## config.mk

```make
export PLATFORM = sky130hd
export DESIGN_NAME = aging_node_presence_table_top
export DESIGN_NICKNAME = d
export VERILOG_FILES = /design/src/hdl/anpt_pkg.sv /design/src/hdl/anpt_dp.sv /design/src/hdl/anpt_ctrl.sv /design/src/hdl/aging_node_presence_table_top.sv
export SDC_FILE = /design/constraint.sdc
export NUM_CORES = 2
export LEC_CHECK = 0
export ABC_AREA = 1
export BUFFER_PORTS_ARGS = -buffer_cell sky130_fd_sc_hd__buf_4
export CAP_MARGIN = 20
export CORE_MARGIN = 3
export CORE_UTILIZATION = 50
export CTS_CLUSTER_SIZE = 14
export DETAILED_ROUTE_END_ITERATION = 8
export PLACE_DENSITY = 0.63
export SYNTH_ARGS = -nofsm -noshare
export SYNTH_HDL_FRONTEND = slang
export SYNTH_SLANG_ARGS = --single-unit
export TNS_END_PERCENT = 50
```

## constraint.sdc

```tcl
create_clock -name i_clk -period 11.2 [get_ports i_clk]
set_input_delay 0 -clock i_clk [delete_from_list [all_inputs] [get_ports i_clk]]
set_output_delay 0 -clock i_clk [all_outputs]
set_load 0.1 [all_outputs]
```

## src/hdl/anpt_pkg.sv

```systemverilog
// ----------------------------------------------------------------------------
// anpt_pkg
// Shared types and constants of the aging node presence table: event codes,
// register indexes, stream widths and the command and status groups between
// the controller and the datapath.
// ----------------------------------------------------------------------------
package anpt_pkg;

    localparam int MAC_W    = 48;
    localparam int IP_W     = 32;
    localparam int LEVEL_W  = 8;
    localparam int TTL_W    = 8;
    localparam int DATA_W   = MAC_W + IP_W + LEVEL_W;
    localparam int EV_W     = 3;
    localparam int CFG_IDX_W  = 1;
    localparam int CFG_DATA_W = 8;

    localparam logic [TTL_W-1:0] TTL_DEFAULT = 8'd130;

    localparam logic [CFG_IDX_W-1:0] CFG_TTL_RELOAD = 1'd0;
    localparam logic [CFG_IDX_W-1:0] CFG_IS_ROOT    = 1'd1;

    typedef enum logic [EV_W-1:0] {
        EV_JOINED    = 3'd0,
        EV_REFRESHED = 3'd1,
        EV_FULL      = 3'd2,
        EV_LEFT      = 3'd3,
        EV_TICK_DONE = 3'd4
    } t_event;

    // payload source of a result
    typedef enum logic [1:0] {
        SRC_SLOT = 2'd0,
        SRC_KEY  = 2'd1,
        SRC_ZERO = 2'd2
    } t_src;

    typedef struct packed {
        logic   load_key;
        logic   free_clr;
        logic   free_track;
        logic   rd_en;
        logic   clr_valid;
        logic   wr_ttl;
        logic   ttl_dec;
        logic   wr_join;
        logic   emit;
        logic   last;
        t_event ev;
        t_src   src;
    } t_cmd;

    typedef struct packed {
        logic out_free;
        logic slot_valid;
        logic ttl_zero;
        logic mac_hit;
        logic free_fnd;
        logic is_root;
    } t_sts;

endpackage

```

## src/hdl/anpt_dp.sv

```systemverilog
// ----------------------------------------------------------------------------
// anpt_dp
// Datapath: slot memories, valid bits, request key, free-slot tracker,
// configuration registers and the result register.
// ----------------------------------------------------------------------------
module anpt_dp #(
    parameter int TABLE_DEPTH = 16,
    parameter int IW          = 4
) (
    input  logic                             i_clk,
    input  logic                             i_rst_n,
    input  anpt_pkg::t_cmd                   i_cmd,
    input  logic [IW-1:0]                    i_rd_addr,
    input  logic [IW-1:0]                    i_ev_addr,
    input  logic                             i_cfg_valid,
    input  logic [anpt_pkg::CFG_IDX_W-1:0]   i_cfg_index,
    input  logic [anpt_pkg::CFG_DATA_W-1:0]  i_cfg_data,
    input  logic [anpt_pkg::MAC_W-1:0]       i_key_mac,
    input  logic [anpt_pkg::IP_W-1:0]        i_key_ip,
    input  logic [anpt_pkg::LEVEL_W-1:0]     i_key_level,
    input  logic                             i_m_tready,
    output anpt_pkg::t_sts                   o_sts,
    output logic                             o_m_tvalid,
    output logic [anpt_pkg::DATA_W-1:0]      o_m_tdata,
    output logic [anpt_pkg::EV_W-1:0]        o_m_tuser,
    output logic                             o_m_tlast
);

    logic [anpt_pkg::MAC_W-1:0]   mem_mac   [TABLE_DEPTH];
    logic [anpt_pkg::IP_W-1:0]    mem_ip    [TABLE_DEPTH];
    logic [anpt_pkg::LEVEL_W-1:0] mem_level [TABLE_DEPTH];
    logic [anpt_pkg::TTL_W-1:0]   mem_ttl   [TABLE_DEPTH];

    logic [TABLE_DEPTH-1:0]       r_valid;
    logic [anpt_pkg::MAC_W-1:0]   r_q_mac;
    logic [anpt_pkg::IP_W-1:0]    r_q_ip;
    logic [anpt_pkg::LEVEL_W-1:0] r_q_level;
    logic [anpt_pkg::TTL_W-1:0]   r_q_ttl;

    logic [anpt_pkg::MAC_W-1:0]   r_key_mac;
    logic [anpt_pkg::IP_W-1:0]    r_key_ip;
    logic [anpt_pkg::LEVEL_W-1:0] r_key_level;

    logic                         r_free_fnd;
    logic [IW-1:0]                r_free_idx;

    logic [anpt_pkg::TTL_W-1:0]   r_ttl_reload;
    logic                         r_is_root;

    logic                         r_out_valid;
    logic [anpt_pkg::DATA_W-1:0]  r_out_data;
    anpt_pkg::t_event             r_out_ev;
    logic                         r_out_last;

    logic [IW-1:0]                w_wr_addr;
    logic [anpt_pkg::TTL_W-1:0]   w_ttl_data;
    logic [anpt_pkg::DATA_W-1:0]  w_emit_data;

    assign w_wr_addr  = i_cmd.wr_join ? r_free_idx : i_ev_addr;
    assign w_ttl_data = i_cmd.ttl_dec ? r_q_ttl - 8'd1 : r_ttl_reload;

    always_ff @(posedge i_clk) begin
        if (i_cmd.wr_join) begin
            mem_mac[r_free_idx]   <= r_key_mac;
            mem_ip[r_free_idx]    <= r_key_ip;
            mem_level[r_free_idx] <= r_key_level;
        end
        if (i_cmd.rd_en) begin
            r_q_mac   <= mem_mac[i_rd_addr];
            r_q_ip    <= mem_ip[i_rd_addr];
            r_q_level <= mem_level[i_rd_addr];
        end
    end

    always_ff @(posedge i_clk) begin
        if (i_cmd.wr_join || i_cmd.wr_ttl) begin
            mem_ttl[w_wr_addr] <= w_ttl_data;
        end
        if (i_cmd.rd_en) begin
            r_q_ttl <= mem_ttl[i_rd_addr];
        end
    end

    always_ff @(posedge i_clk) begin
        if (!i_rst_n) begin
            r_valid <= '0;
        end else begin
            if (i_cmd.clr_valid) begin
                r_valid[i_ev_addr] <= 1'b0;
            end
            if (i_cmd.wr_join) begin
                r_valid[r_free_idx] <= 1'b1;
            end
        end
    end

    always_ff @(posedge i_clk) begin
        if (i_cmd.load_key) begin
            r_key_mac   <= i_key_mac;
            r_key_ip    <= i_key_ip;
            r_key_level <= i_key_level;
        end
    end

    // lowest free slot seen during the scan
    always_ff @(posedge i_clk) begin
        if (!i_rst_n) begin
            r_free_fnd <= 1'b0;
        end else if (i_cmd.free_clr) begin
            r_free_fnd <= 1'b0;
        end else if (i_cmd.free_track && !r_valid[i_ev_addr] && !r_free_fnd) begin
            r_free_fnd <= 1'b1;
        end
    end

    always_ff @(posedge i_clk) begin
        if (i_cmd.free_track && !r_valid[i_ev_addr] && !r_free_fnd) begin
            r_free_idx <= i_ev_addr;
        end
    end

    always_ff @(posedge i_clk) begin
        if (!i_rst_n) begin
            r_ttl_reload <= anpt_pkg::TTL_DEFAULT;
            r_is_root    <= 1'b1;
        end else if (i_cfg_valid) begin
            case (i_cfg_index)
                anpt_pkg::CFG_TTL_RELOAD: r_ttl_reload <= i_cfg_data;
                anpt_pkg::CFG_IS_ROOT:    r_is_root    <= i_cfg_data[0];
                default: ;
            endcase
        end
    end

    always_comb begin
        case (i_cmd.src)
            anpt_pkg::SRC_SLOT: w_emit_data = {r_q_level, r_q_ip, r_q_mac};
            anpt_pkg::SRC_KEY:  w_emit_data = {r_key_level, r_key_ip, r_key_mac};
            default:            w_emit_data = '0;
        endcase
    end

    always_ff @(posedge i_clk) begin
        if (!i_rst_n) begin
            r_out_valid <= 1'b0;
        end else if (i_cmd.emit) begin
            r_out_valid <= 1'b1;
        end else if (i_m_tready) begin
            r_out_valid <= 1'b0;
        end
    end

    always_ff @(posedge i_clk) begin
        if (i_cmd.emit) begin
            r_out_data <= w_emit_data;
            r_out_ev   <= i_cmd.ev;
            r_out_last <= i_cmd.last;
        end
    end

    assign o_sts.out_free   = !r_out_valid || i_m_tready;
    assign o_sts.slot_valid = r_valid[i_ev_addr];
    assign o_sts.ttl_zero   = (r_q_ttl == '0);
    assign o_sts.mac_hit    = (r_q_mac == r_key_mac);
    assign o_sts.free_fnd   = r_free_fnd;
    assign o_sts.is_root    = r_is_root;

    assign o_m_tvalid = r_out_valid;
    assign o_m_tdata  = r_out_data;
    assign o_m_tuser  = r_out_ev;
    assign o_m_tlast  = r_out_last;

endmodule

```

## src/hdl/anpt_ctrl.sv

```systemverilog
// ----------------------------------------------------------------------------
// anpt_ctrl
// Controller: accepts requests, walks the slots one per cycle unless stalled
// on a result, with the memory read running one slot ahead, and issues results.
// ----------------------------------------------------------------------------
module anpt_ctrl #(
    parameter int TABLE_DEPTH = 16,
    parameter int IW          = 4,
    parameter int CW          = 5
) (
    input  logic           i_clk,
    input  logic           i_rst_n,
    input  logic           i_s_tvalid,
    input  logic           i_opcode,
    output logic           o_s_tready,
    input  anpt_pkg::t_sts i_sts,
    output anpt_pkg::t_cmd o_cmd,
    output logic [IW-1:0]  o_rd_addr,
    output logic [IW-1:0]  o_ev_addr
);

    typedef enum logic [2:0] {
        ST_IDLE  = 3'b001,
        ST_SCAN  = 3'b010,
        ST_FINAL = 3'b100
    } t_state;

    t_state        r_state, n_state;
    logic          r_tick, n_tick;
    logic [CW-1:0] r_rd_idx, n_rd_idx;
    logic [IW-1:0] r_ev_idx, n_ev_idx;
    logic          r_ev_vld, n_ev_vld;

    logic          w_need;
    logic          w_stall;

    assign o_s_tready = (r_state == ST_IDLE);
    assign o_rd_addr  = r_rd_idx[IW-1:0];
    assign o_ev_addr  = r_ev_idx;

    assign w_need  = r_ev_vld && i_sts.slot_valid && (r_tick ? i_sts.ttl_zero : i_sts.mac_hit);
    assign w_stall = w_need && !i_sts.out_free;

    always_comb begin
        n_state  = r_state;
        n_tick   = r_tick;
        n_rd_idx = r_rd_idx;
        n_ev_idx = r_ev_idx;
        n_ev_vld = r_ev_vld;
        o_cmd    = '0;
        case (r_state)
            ST_IDLE: begin
                if (i_s_tvalid) begin
                    o_cmd.load_key = 1'b1;
                    o_cmd.free_clr = 1'b1;
                    n_tick   = i_opcode;
                    n_rd_idx = '0;
                    n_ev_vld = 1'b0;
                    n_state  = (i_opcode && !i_sts.is_root) ? ST_FINAL : ST_SCAN;
                end
            end
            ST_SCAN: begin
                if (!r_ev_vld && r_rd_idx == CW'(TABLE_DEPTH)) begin
                    n_state = ST_FINAL;
                end else if (!w_stall) begin
                    if (r_ev_vld) begin
                        if (r_tick) begin
                            if (i_sts.slot_valid && i_sts.ttl_zero) begin
                                o_cmd.clr_valid = 1'b1;
                                o_cmd.emit      = 1'b1;
                                o_cmd.ev        = anpt_pkg::EV_LEFT;
                                o_cmd.src       = anpt_pkg::SRC_SLOT;
                            end else if (i_sts.slot_valid) begin
                                o_cmd.wr_ttl  = 1'b1;
                                o_cmd.ttl_dec = 1'b1;
                            end
                        end else begin
                            o_cmd.free_track = 1'b1;
                            if (w_need) begin
                                o_cmd.wr_ttl = 1'b1;
                                o_cmd.emit   = 1'b1;
                                o_cmd.last   = 1'b1;
                                o_cmd.ev     = anpt_pkg::EV_REFRESHED;
                                o_cmd.src    = anpt_pkg::SRC_SLOT;
                                n_state      = ST_IDLE;
                            end
                        end
                    end
                    if (r_rd_idx != CW'(TABLE_DEPTH)) begin
                        o_cmd.rd_en = 1'b1;
                        n_ev_idx = r_rd_idx[IW-1:0];
                        n_ev_vld = 1'b1;
                        n_rd_idx = r_rd_idx + 1'b1;
                    end else begin
                        n_ev_vld = 1'b0;
                    end
                end
            end
            ST_FINAL: begin
                if (i_sts.out_free) begin
                    o_cmd.emit = 1'b1;
                    o_cmd.last = 1'b1;
                    if (r_tick) begin
                        o_cmd.ev  = anpt_pkg::EV_TICK_DONE;
                        o_cmd.src = anpt_pkg::SRC_ZERO;
                    end else if (i_sts.free_fnd) begin
                        o_cmd.wr_join = 1'b1;
                        o_cmd.ev      = anpt_pkg::EV_JOINED;
                        o_cmd.src     = anpt_pkg::SRC_KEY;
                    end else begin
                        o_cmd.ev  = anpt_pkg::EV_FULL;
                        o_cmd.src = anpt_pkg::SRC_KEY;
                    end
                    n_state = ST_IDLE;
                end
            end
            default: begin
                n_state = ST_IDLE;
            end
        endcase
    end

    always_ff @(posedge i_clk) begin
        if (!i_rst_n) begin
            r_state  <= ST_IDLE;
            r_ev_vld <= 1'b0;
            r_rd_idx <= '0;
        end else begin
            r_state  <= n_state;
            r_ev_vld <= n_ev_vld;
            r_rd_idx <= n_rd_idx;
        end
    end

    always_ff @(posedge i_clk) begin
        r_tick   <= n_tick;
        r_ev_idx <= n_ev_idx;
    end

endmodule

```

## src/hdl/aging_node_presence_table_top.sv

```systemverilog
// ----------------------------------------------------------------------------
// aging_node_presence_table_top
// Table of child nodes with TTL aging: reports join or refresh an entry,
// ticks age the table and give leave events in slot order.
// ----------------------------------------------------------------------------
// Answers: a report hit at slot k answers when the scan reaches slot k; a join
//   or full answer, and a tick, follow the full scan; a tick when not root skips it.
// Requests: one request at a time, paced by the slot scan over the single memory
//   read port; result stalls hold the scan.
// Reset: synchronous, active low; clears all valid bits at once and loads
//   ttl_reload 130 and is_root 1. No clearing pass.
module aging_node_presence_table_top #(
    parameter int TABLE_DEPTH = 16
) (
    input  logic                                i_clk,
    input  logic                                i_rst_n,
    input  logic                                s_axis_tvalid,
    output logic                                s_axis_tready,
    // mac_address[47:0], ip_address[79:48], node_level[87:80]
    input  logic [anpt_pkg::DATA_W-1:0]         s_axis_tdata,
    // opcode[0]
    input  logic [0:0]                          s_axis_tuser,
    output logic                                m_axis_tvalid,
    input  logic                                m_axis_tready,
    // out_mac[47:0], out_ip[79:48], out_level[87:80]
    output logic [anpt_pkg::DATA_W-1:0]         m_axis_tdata,
    // event_res[2:0]
    output logic [anpt_pkg::EV_W-1:0]           m_axis_tuser,
    output logic                                m_axis_tlast,
    input  logic                                i_cfg_valid,
    output logic                                o_cfg_ready,
    input  logic [anpt_pkg::CFG_IDX_W-1:0]      i_cfg_index,
    input  logic [anpt_pkg::CFG_DATA_W-1:0]     i_cfg_data
);

    localparam int IW = (TABLE_DEPTH > 1) ? $clog2(TABLE_DEPTH) : 1;
    localparam int CW = $clog2(TABLE_DEPTH + 1);

    anpt_pkg::t_cmd w_cmd;
    anpt_pkg::t_sts w_sts;
    logic [IW-1:0]  w_rd_addr;
    logic [IW-1:0]  w_ev_addr;

    assign o_cfg_ready = 1'b1;

    anpt_ctrl #(
        .TABLE_DEPTH (TABLE_DEPTH),
        .IW          (IW),
        .CW          (CW)
    ) u_ctrl (
        .i_clk      (i_clk),
        .i_rst_n    (i_rst_n),
        .i_s_tvalid (s_axis_tvalid),
        .i_opcode   (s_axis_tuser[0]),
        .o_s_tready (s_axis_tready),
        .i_sts      (w_sts),
        .o_cmd      (w_cmd),
        .o_rd_addr  (w_rd_addr),
        .o_ev_addr  (w_ev_addr)
    );

    anpt_dp #(
        .TABLE_DEPTH (TABLE_DEPTH),
        .IW          (IW)
    ) u_dp (
        .i_clk       (i_clk),
        .i_rst_n     (i_rst_n),
        .i_cmd       (w_cmd),
        .i_rd_addr   (w_rd_addr),
        .i_ev_addr   (w_ev_addr),
        .i_cfg_valid (i_cfg_valid),
        .i_cfg_index (i_cfg_index),
        .i_cfg_data  (i_cfg_data),
        .i_key_mac   (s_axis_tdata[47:0]),
        .i_key_ip    (s_axis_tdata[79:48]),
        .i_key_level (s_axis_tdata[87:80]),
        .i_m_tready  (m_axis_tready),
        .o_sts       (w_sts),
        .o_m_tvalid  (m_axis_tvalid),
        .o_m_tdata   (m_axis_tdata),
        .o_m_tuser   (m_axis_tuser),
        .o_m_tlast   (m_axis_tlast)
    );

    a_emit_free: assert property (@(posedge i_clk) disable iff (!i_rst_n)
        w_cmd.emit |-> w_sts.out_free)
        else $error("result issued while result register occupied");

    a_join_free: assert property (@(posedge i_clk) disable iff (!i_rst_n)
        w_cmd.wr_join |-> (w_sts.free_fnd && w_cmd.ev == anpt_pkg::EV_JOINED))
        else $error("join written without a free slot");

    a_left_not_last: assert property (@(posedge i_clk) disable iff (!i_rst_n)
        (m_axis_tvalid && m_axis_tuser == anpt_pkg::EV_LEFT) |-> !m_axis_tlast)
        else $error("leave event marked last");

    a_tick_done: assert property (@(posedge i_clk) disable iff (!i_rst_n)
        (m_axis_tvalid && m_axis_tuser == anpt_pkg::EV_TICK_DONE)
            |-> (m_axis_tlast && m_axis_tdata == '0))
        else $error("tick done with payload or without last");

endmodule
```

* Word level (Yosys, flattened, before mapping)
Memory sizes are Yosys's and may differ from the RTL's. A register that Yosys moved wholly into a read port is not among the register bits.
Cells that the tools add are included.
** Word-level totals
- Word-level logic and storage cells :: 148
- Bits of input ports :: 103
- Memory bits (writable) :: 1536
- Register bits after elaboration :: 225
- Memories :: 4
** Cells by class
- $lt $le $gt $ge :: 4
- Add/sub/neg operators :: 2
- Multiplexer cells :: 68
- Reductions and logical operators :: 30
- Bitwise gates (word level) :: 7
- Equal/unequal tests :: 16
** Memories
- u_dp.mem_mac :: depth 16, width 48, rd ports 1, clocked after memory_dff 1, write ports 1, line anpt_dp.sv:29 : logic [anpt_pkg::MAC_W-1:0] mem_mac [TABLE_DEPTH];
- u_dp.mem_ip :: depth 16, width 32, rd ports 1, clocked after memory_dff 1, write ports 1, line anpt_dp.sv:30 : logic [anpt_pkg::IP_W-1:0] mem_ip [TABLE_DEPTH];
- u_dp.mem_level :: depth 16, width 8, rd ports 1, clocked after memory_dff 1, write ports 1, line anpt_dp.sv:31 : logic [anpt_pkg::LEVEL_W-1:0] mem_level [TABLE_DEPTH];
- u_dp.mem_ttl :: depth 16, width 8, rd ports 1, clocked after memory_dff 1, write ports 1, line anpt_dp.sv:32 : logic [anpt_pkg::TTL_W-1:0] mem_ttl [TABLE_DEPTH];
** Operators by type and width (number)
- $pmux W88 S2 :: 1
- $eq A48 B48 Y1 :: 1
- $mux W16 :: 3
- $mux W5 :: 9
- $mux W7 :: 4
- $mux W3 :: 9
- $mux W1 :: 26
- $and A16 B16 Y16 :: 1
- $mux W8 :: 2
- $not A16 Y16 :: 1
- $or A16 B16 Y16 :: 1
- $pmux W7 S2 :: 1
- $mux W4 :: 3
- $logic_and A1 B1 Y1 :: 10
- $lt A4 B5 Y1 const B :: 2
- $pmux W5 S2 :: 1
- $pmux W3 S3 :: 1
- $demux W1 S4 :: 2
- $ge A4 B1 Y1 const B :: 2
- $logic_not A8 Y1 :: 1
- $mux W2 :: 4
- $reduce_and A4 Y1 :: 2
- $sub A8 B1 Y8 const B :: 1
- $logic_not A1 Y1 :: 6
- other kinds (21) :: 33

* Logic depth before layout (Yosys ltp)
- Depth in word-level cells :: 14
- Depth in mapped cells :: 15
- Depth with buffers taken out :: 15

* Hierarchy
From an unflattened synthesis, not the netlist that was laid out.
** Second synthesis, totals
- Cell total of the unflattened synthesis :: 5561
- Area total of the unflattened synthesis :: 72913.7 µm²
** By module, submodules not included
- anpt_dp :: instances 1, seq. area each 55072.8 µm², cells an instance 5426, area an instance 71946.5 µm²
- anpt_ctrl :: instances 1, seq. area each 330.3 µm², cells an instance 133, area an instance 955.9 µm²
- aging_node_presence_table_top :: instances 1, seq. area each 0.0 µm², cells an instance 2, area an instance 11.3 µm²

* Worst setup path after synthesis
Ideal clock, no wire load.
- Path kind :: register to register
- From :: register u_dp.r_q_ttl[0] (netlist bit), read port of u_dp.mem_ttl
- To :: register u_dp.r_out_data (netlist bit u_dp.o_m_tdata[0]) (enable)
- Data required time :: 10529 ps
- Data arrival time :: 7890 ps
- Stages on the path, launching flop included :: 10
- Period minus slack after synthesis :: 8562 ps
- Path buffers :: 0
- Setup slack :: 2638 ps
- Path through :: edfxtp_1 > inv_1 > ha_1 > nor3b_1 > nand2_2 > nand2_1 > nand2_1 > nor2_4 > nand3_1 > o21ai_0
** RTL lines
- start, declared :: line anpt_dp.sv:38 : logic [anpt_pkg::TTL_W-1:0] r_q_ttl;
- end signal, assigned :: line anpt_dp.sv:155 : r_out_data <= w_emit_data;
- end, declared :: line anpt_dp.sv:51 : logic [anpt_pkg::DATA_W-1:0] r_out_data;

* Final worst setup path
- From :: register u_ctrl.r_state[0]
- To :: memory u_dp.mem_mac[11][27] (netlist bit) (enable)
** On the way
- Cells in the longest elaborated chain, start to end :: 4
** Ends and longest elaborated chain
- start, declared :: line anpt_ctrl.sv:28 : t_state r_state, n_state;
- start signal, assigned :: line anpt_ctrl.sv:129 : r_state <= n_state;
- $eq A3 B3 Y1 :: line anpt_ctrl.sv:51 : case (r_state)
- $mux W1 :: line anpt_ctrl.sv:51
- $mux W1 :: line anpt_dp.sv:63 : if (i_cmd.wr_join) begin
- $mux W1 (implied by the code) :: line anpt_dp.sv:64 : mem_mac[r_free_idx] <= r_key_mac;
- end, declared :: line anpt_dp.sv:29
No other way between the ends.

==> impl_results.md <==
* Initial cell density of the core at 0.507
* Nets at 5570
* Finish-stage setup viols at 0
* Die Y at 384 um
* Placed insts at 6933
* Clk slew on worst S/H paths at 60 ps
* WL per Instance at 24.7 um
* Most frequent cells in the layout: 1821 x edfxtp_1, 868 x nor2_1, 783 x o21ai_0, 346 x nand2_1, 264 x buf_4
* Final clock skew at 49.7 ps
* Vias in the first global route at 42702
* Core area at 141000 um2
* Final worst-path cycle share at 0.468
* CTS Buf Count at 185
* Pwr Density at 181 nW/um2
* Commonest non-fill, non-tap cell in the layout: edfxtp_1
* Final Hold Fails at 0
* Worst endpoint required time at 11630 ps
* Clock Root Buffer: clkbuf_16
* Layout Area Growth over Synthesis at 15.9%
* Largest net degree at the start of global routing at 253
* Pwr Total at 0.0150 W
* Distinct cells, synth at 41
* CTS tree: built
* Minimum clock period at 5240 ps
* Syn Inst Count at 5124
* Syn avg cell area at 13.9 um2
* Peak supply drop at 0.125 mV
* Fin util at 0.588
* Crit path max fanout at 38
* CTS max path bufs at 3
* I/O Buffers at 196
* Yosys reg bits at 1857
* Leakage power at 27.4 nW
* Row count at 137
* Post-CTS Resized at 0
* First-pass GRT wire length at 275000 um
* Ports at 198
* F_max at 191 MHz
* Worst-Skew Late Latency at 830 ps
* DR DRC count at 0
* Total gr overflow at 0
* Worst Path Arrival at 5670 ps
* Share of cells above drive strength 1 at 0.102
* Non-Filler Instances at 7494
* Initial antenna violation count at 2
* Via count at 44513
* Slew headroom at 0.211
* Die width at 384 um
* Die area at 147000 um2
* Initial DRC Count at 4960
* Min-delay worst type: in2reg
* Synth Warn # at 0
* Syn nets at 5231
* CP Launch Type: register
* Sink Count at 1857
* DRT Pass-1 Iters at 6
* DP Wirelength at 90400 um
* Register area share after synthesis at 0.777
* RSZ-0062 raised after global routing: false
* Htree depth at 4
* Max-cap check violation count at 0
* Worst slew pin tran at 1180 ps
* Drt total wl at 185000 um
* Critical Setup Path Class: reg2reg
* Post-DR vias/cell at 5.94
* Placer Congestion at 0.773
* Mapped cell area at 71300 um2
* DRT antenna net count at 0
* CP endpoint kind: register
* CTS Hold Bufs at 217
* Final Hold Slack at 139 ps
* Status: finished, final reports clean
* Setup bufs post-CTS at 0
* Max-slew violations at 0
* All-layer global routing usage at 0.248
* Setup TNS at 0 ps
==> power breakdown <==
group	switching (W)	internal, W	leakage [nW]
clock	0.00263	0.00335	2.84
combinational	0.000552	0.000267	7.79
sequential	0.000258	0.00790	16.7
==> sequential cells by signal, indices dropped and copies added (netlist names), 3 cells and up <==
name	count
u_ctrl.r_rd_idx	5
u_dp.r_q_mac	48
u_dp.r_key_ip	32
u_dp.r_q_level	8
u_dp.mem_level	128
u_dp.mem_ttl	128
u_dp.r_key_mac	48
u_dp.o_m_tdata	88
u_dp.r_ttl_reload	8
u_ctrl.r_state	3
u_dp.r_free_idx	4
u_dp.r_valid	16
u_dp.r_q_ttl	8
u_ctrl.o_ev_addr	4
u_dp.r_q_ip	32
u_dp.o_m_tuser	3
u_dp.mem_mac	768
u_dp.mem_ip	512
u_dp.r_key_level	8
==> logic make-up (layout without fill, tap and decap cells) <==
logic type,count (synthesis),after routing,share of synthesized area
flops,1857,1857,0.777
simple gates,1450,1450,0.0821
compound gates,1339,1339,0.112
buf+inv,437,930,0.0239
xor+xnor,36,36,0.00442
fa+ha+maj,4,4,0.000702
other cells,1,2,0.0000526
==> through the flow <==
step	worst slack, ps	instance area, um2
2_1_floorplan	2640	71300
3_3_place_gp	6100	74500
3_5_place_dp	5960	74600
4_1_cts	5930	82600
5_1_grt	5710	82600
6_report	5960	82600
==> cell usage after synthesis <==
library cell | count | area, um2
buf_6 | 1 | 11.3
nand2_4 | 1 | 11.3
xor2_1 | 2 | 17.5
nand2_2 | 3 | 18.8
conb_1 | 1 | 3.75
xnor2_1 | 34 | 298
nor2_4 | 5 | 56.3
nor3_2 | 3 | 30.0
o41ai_1 | 1 | 8.76
nand2_1 | 346 | 1300
nand3_4 | 1 | 17.5
o22ai_1 | 262 | 1640
a21oi_1 | 23 | 115
inv_2 | 5 | 18.8
nor3b_1 | 1 | 7.51
nand4_1 | 28 | 175
clkinv_1 | 4 | 15.0
buf_2 | 32 | 160
edfxtp_1 | 1821 | 54700
o221ai_1 | 143 | 1250
nor2_2 | 3 | 18.8
clkbuf_1 | 276 | 1040
o31ai_1 | 1 | 7.51
nand3_1 | 168 | 841
inv_1 | 92 | 345
ha_1 | 4 | 50.1
buf_1 | 25 | 93.8
o21ai_0 | 784 | 3920
o2111ai_1 | 1 | 8.76
a311o_1 | 1 | 10.0
o21ai_1 | 7 | 35.0
nor4_2 | 1 | 12.5
buf_4 | 1 | 7.51
nor2_1 | 883 | 3310
nand3b_1 | 1 | 7.51
clkbuf_8 | 1 | 13.8
a22o_1 | 67 | 587
nor3_4 | 1 | 16.3
nor3_1 | 5 | 25.0
o211ai_1 | 49 | 368
dfxtp_1 | 36 | 721
==> critical path: stages, from the launching register on <==
cell and delay [ps]:
dfxtp_1 340, nor3_2 190, inv_2 70, nor2_4 860
inv_4 270, nor2_4 450, nand2_4 160, nor3_1 210
inv_1 180, nor2_4 720, buf_4 630, buf_4 720
==> layout make-up <==
cell class	instances	area, um2
fill	10932	57900
sequential	1857	55400
multi-input combinational	2830	14300
clock buffer	240	4910
timing repair buffer	488	4290
tap	1876	2350
clock inverter	101	938
inverter	101	412
antenna	1	2.50
==> per-layer routing <==
metal / part of all wire / routed length (um) / track usage
met1: 0.43 / 79300 / 0.361
met2: 0.47 / 87700 / 0.395
met3: 0.074 / 13700 / 0.0358
met4: 0.021 / 3900 / 0.0671
met5: 0.000070 / 13 / 0
==> final timing paths <==
check,from,endpoint,slack (ps),cells past startpoint
max reg2reg,u_ctrl.r_state[0],u_dp.mem_mac[11][27],5960,11
min reg2reg,u_dp.r_valid[0],u_dp.r_valid[0],480,2
max,u_ctrl.r_state[0],u_dp.mem_mac[11][27],5960,11
min,i_rst_n,u_ctrl.r_state[1],140,4
Power figures use the tool's default switching activity.
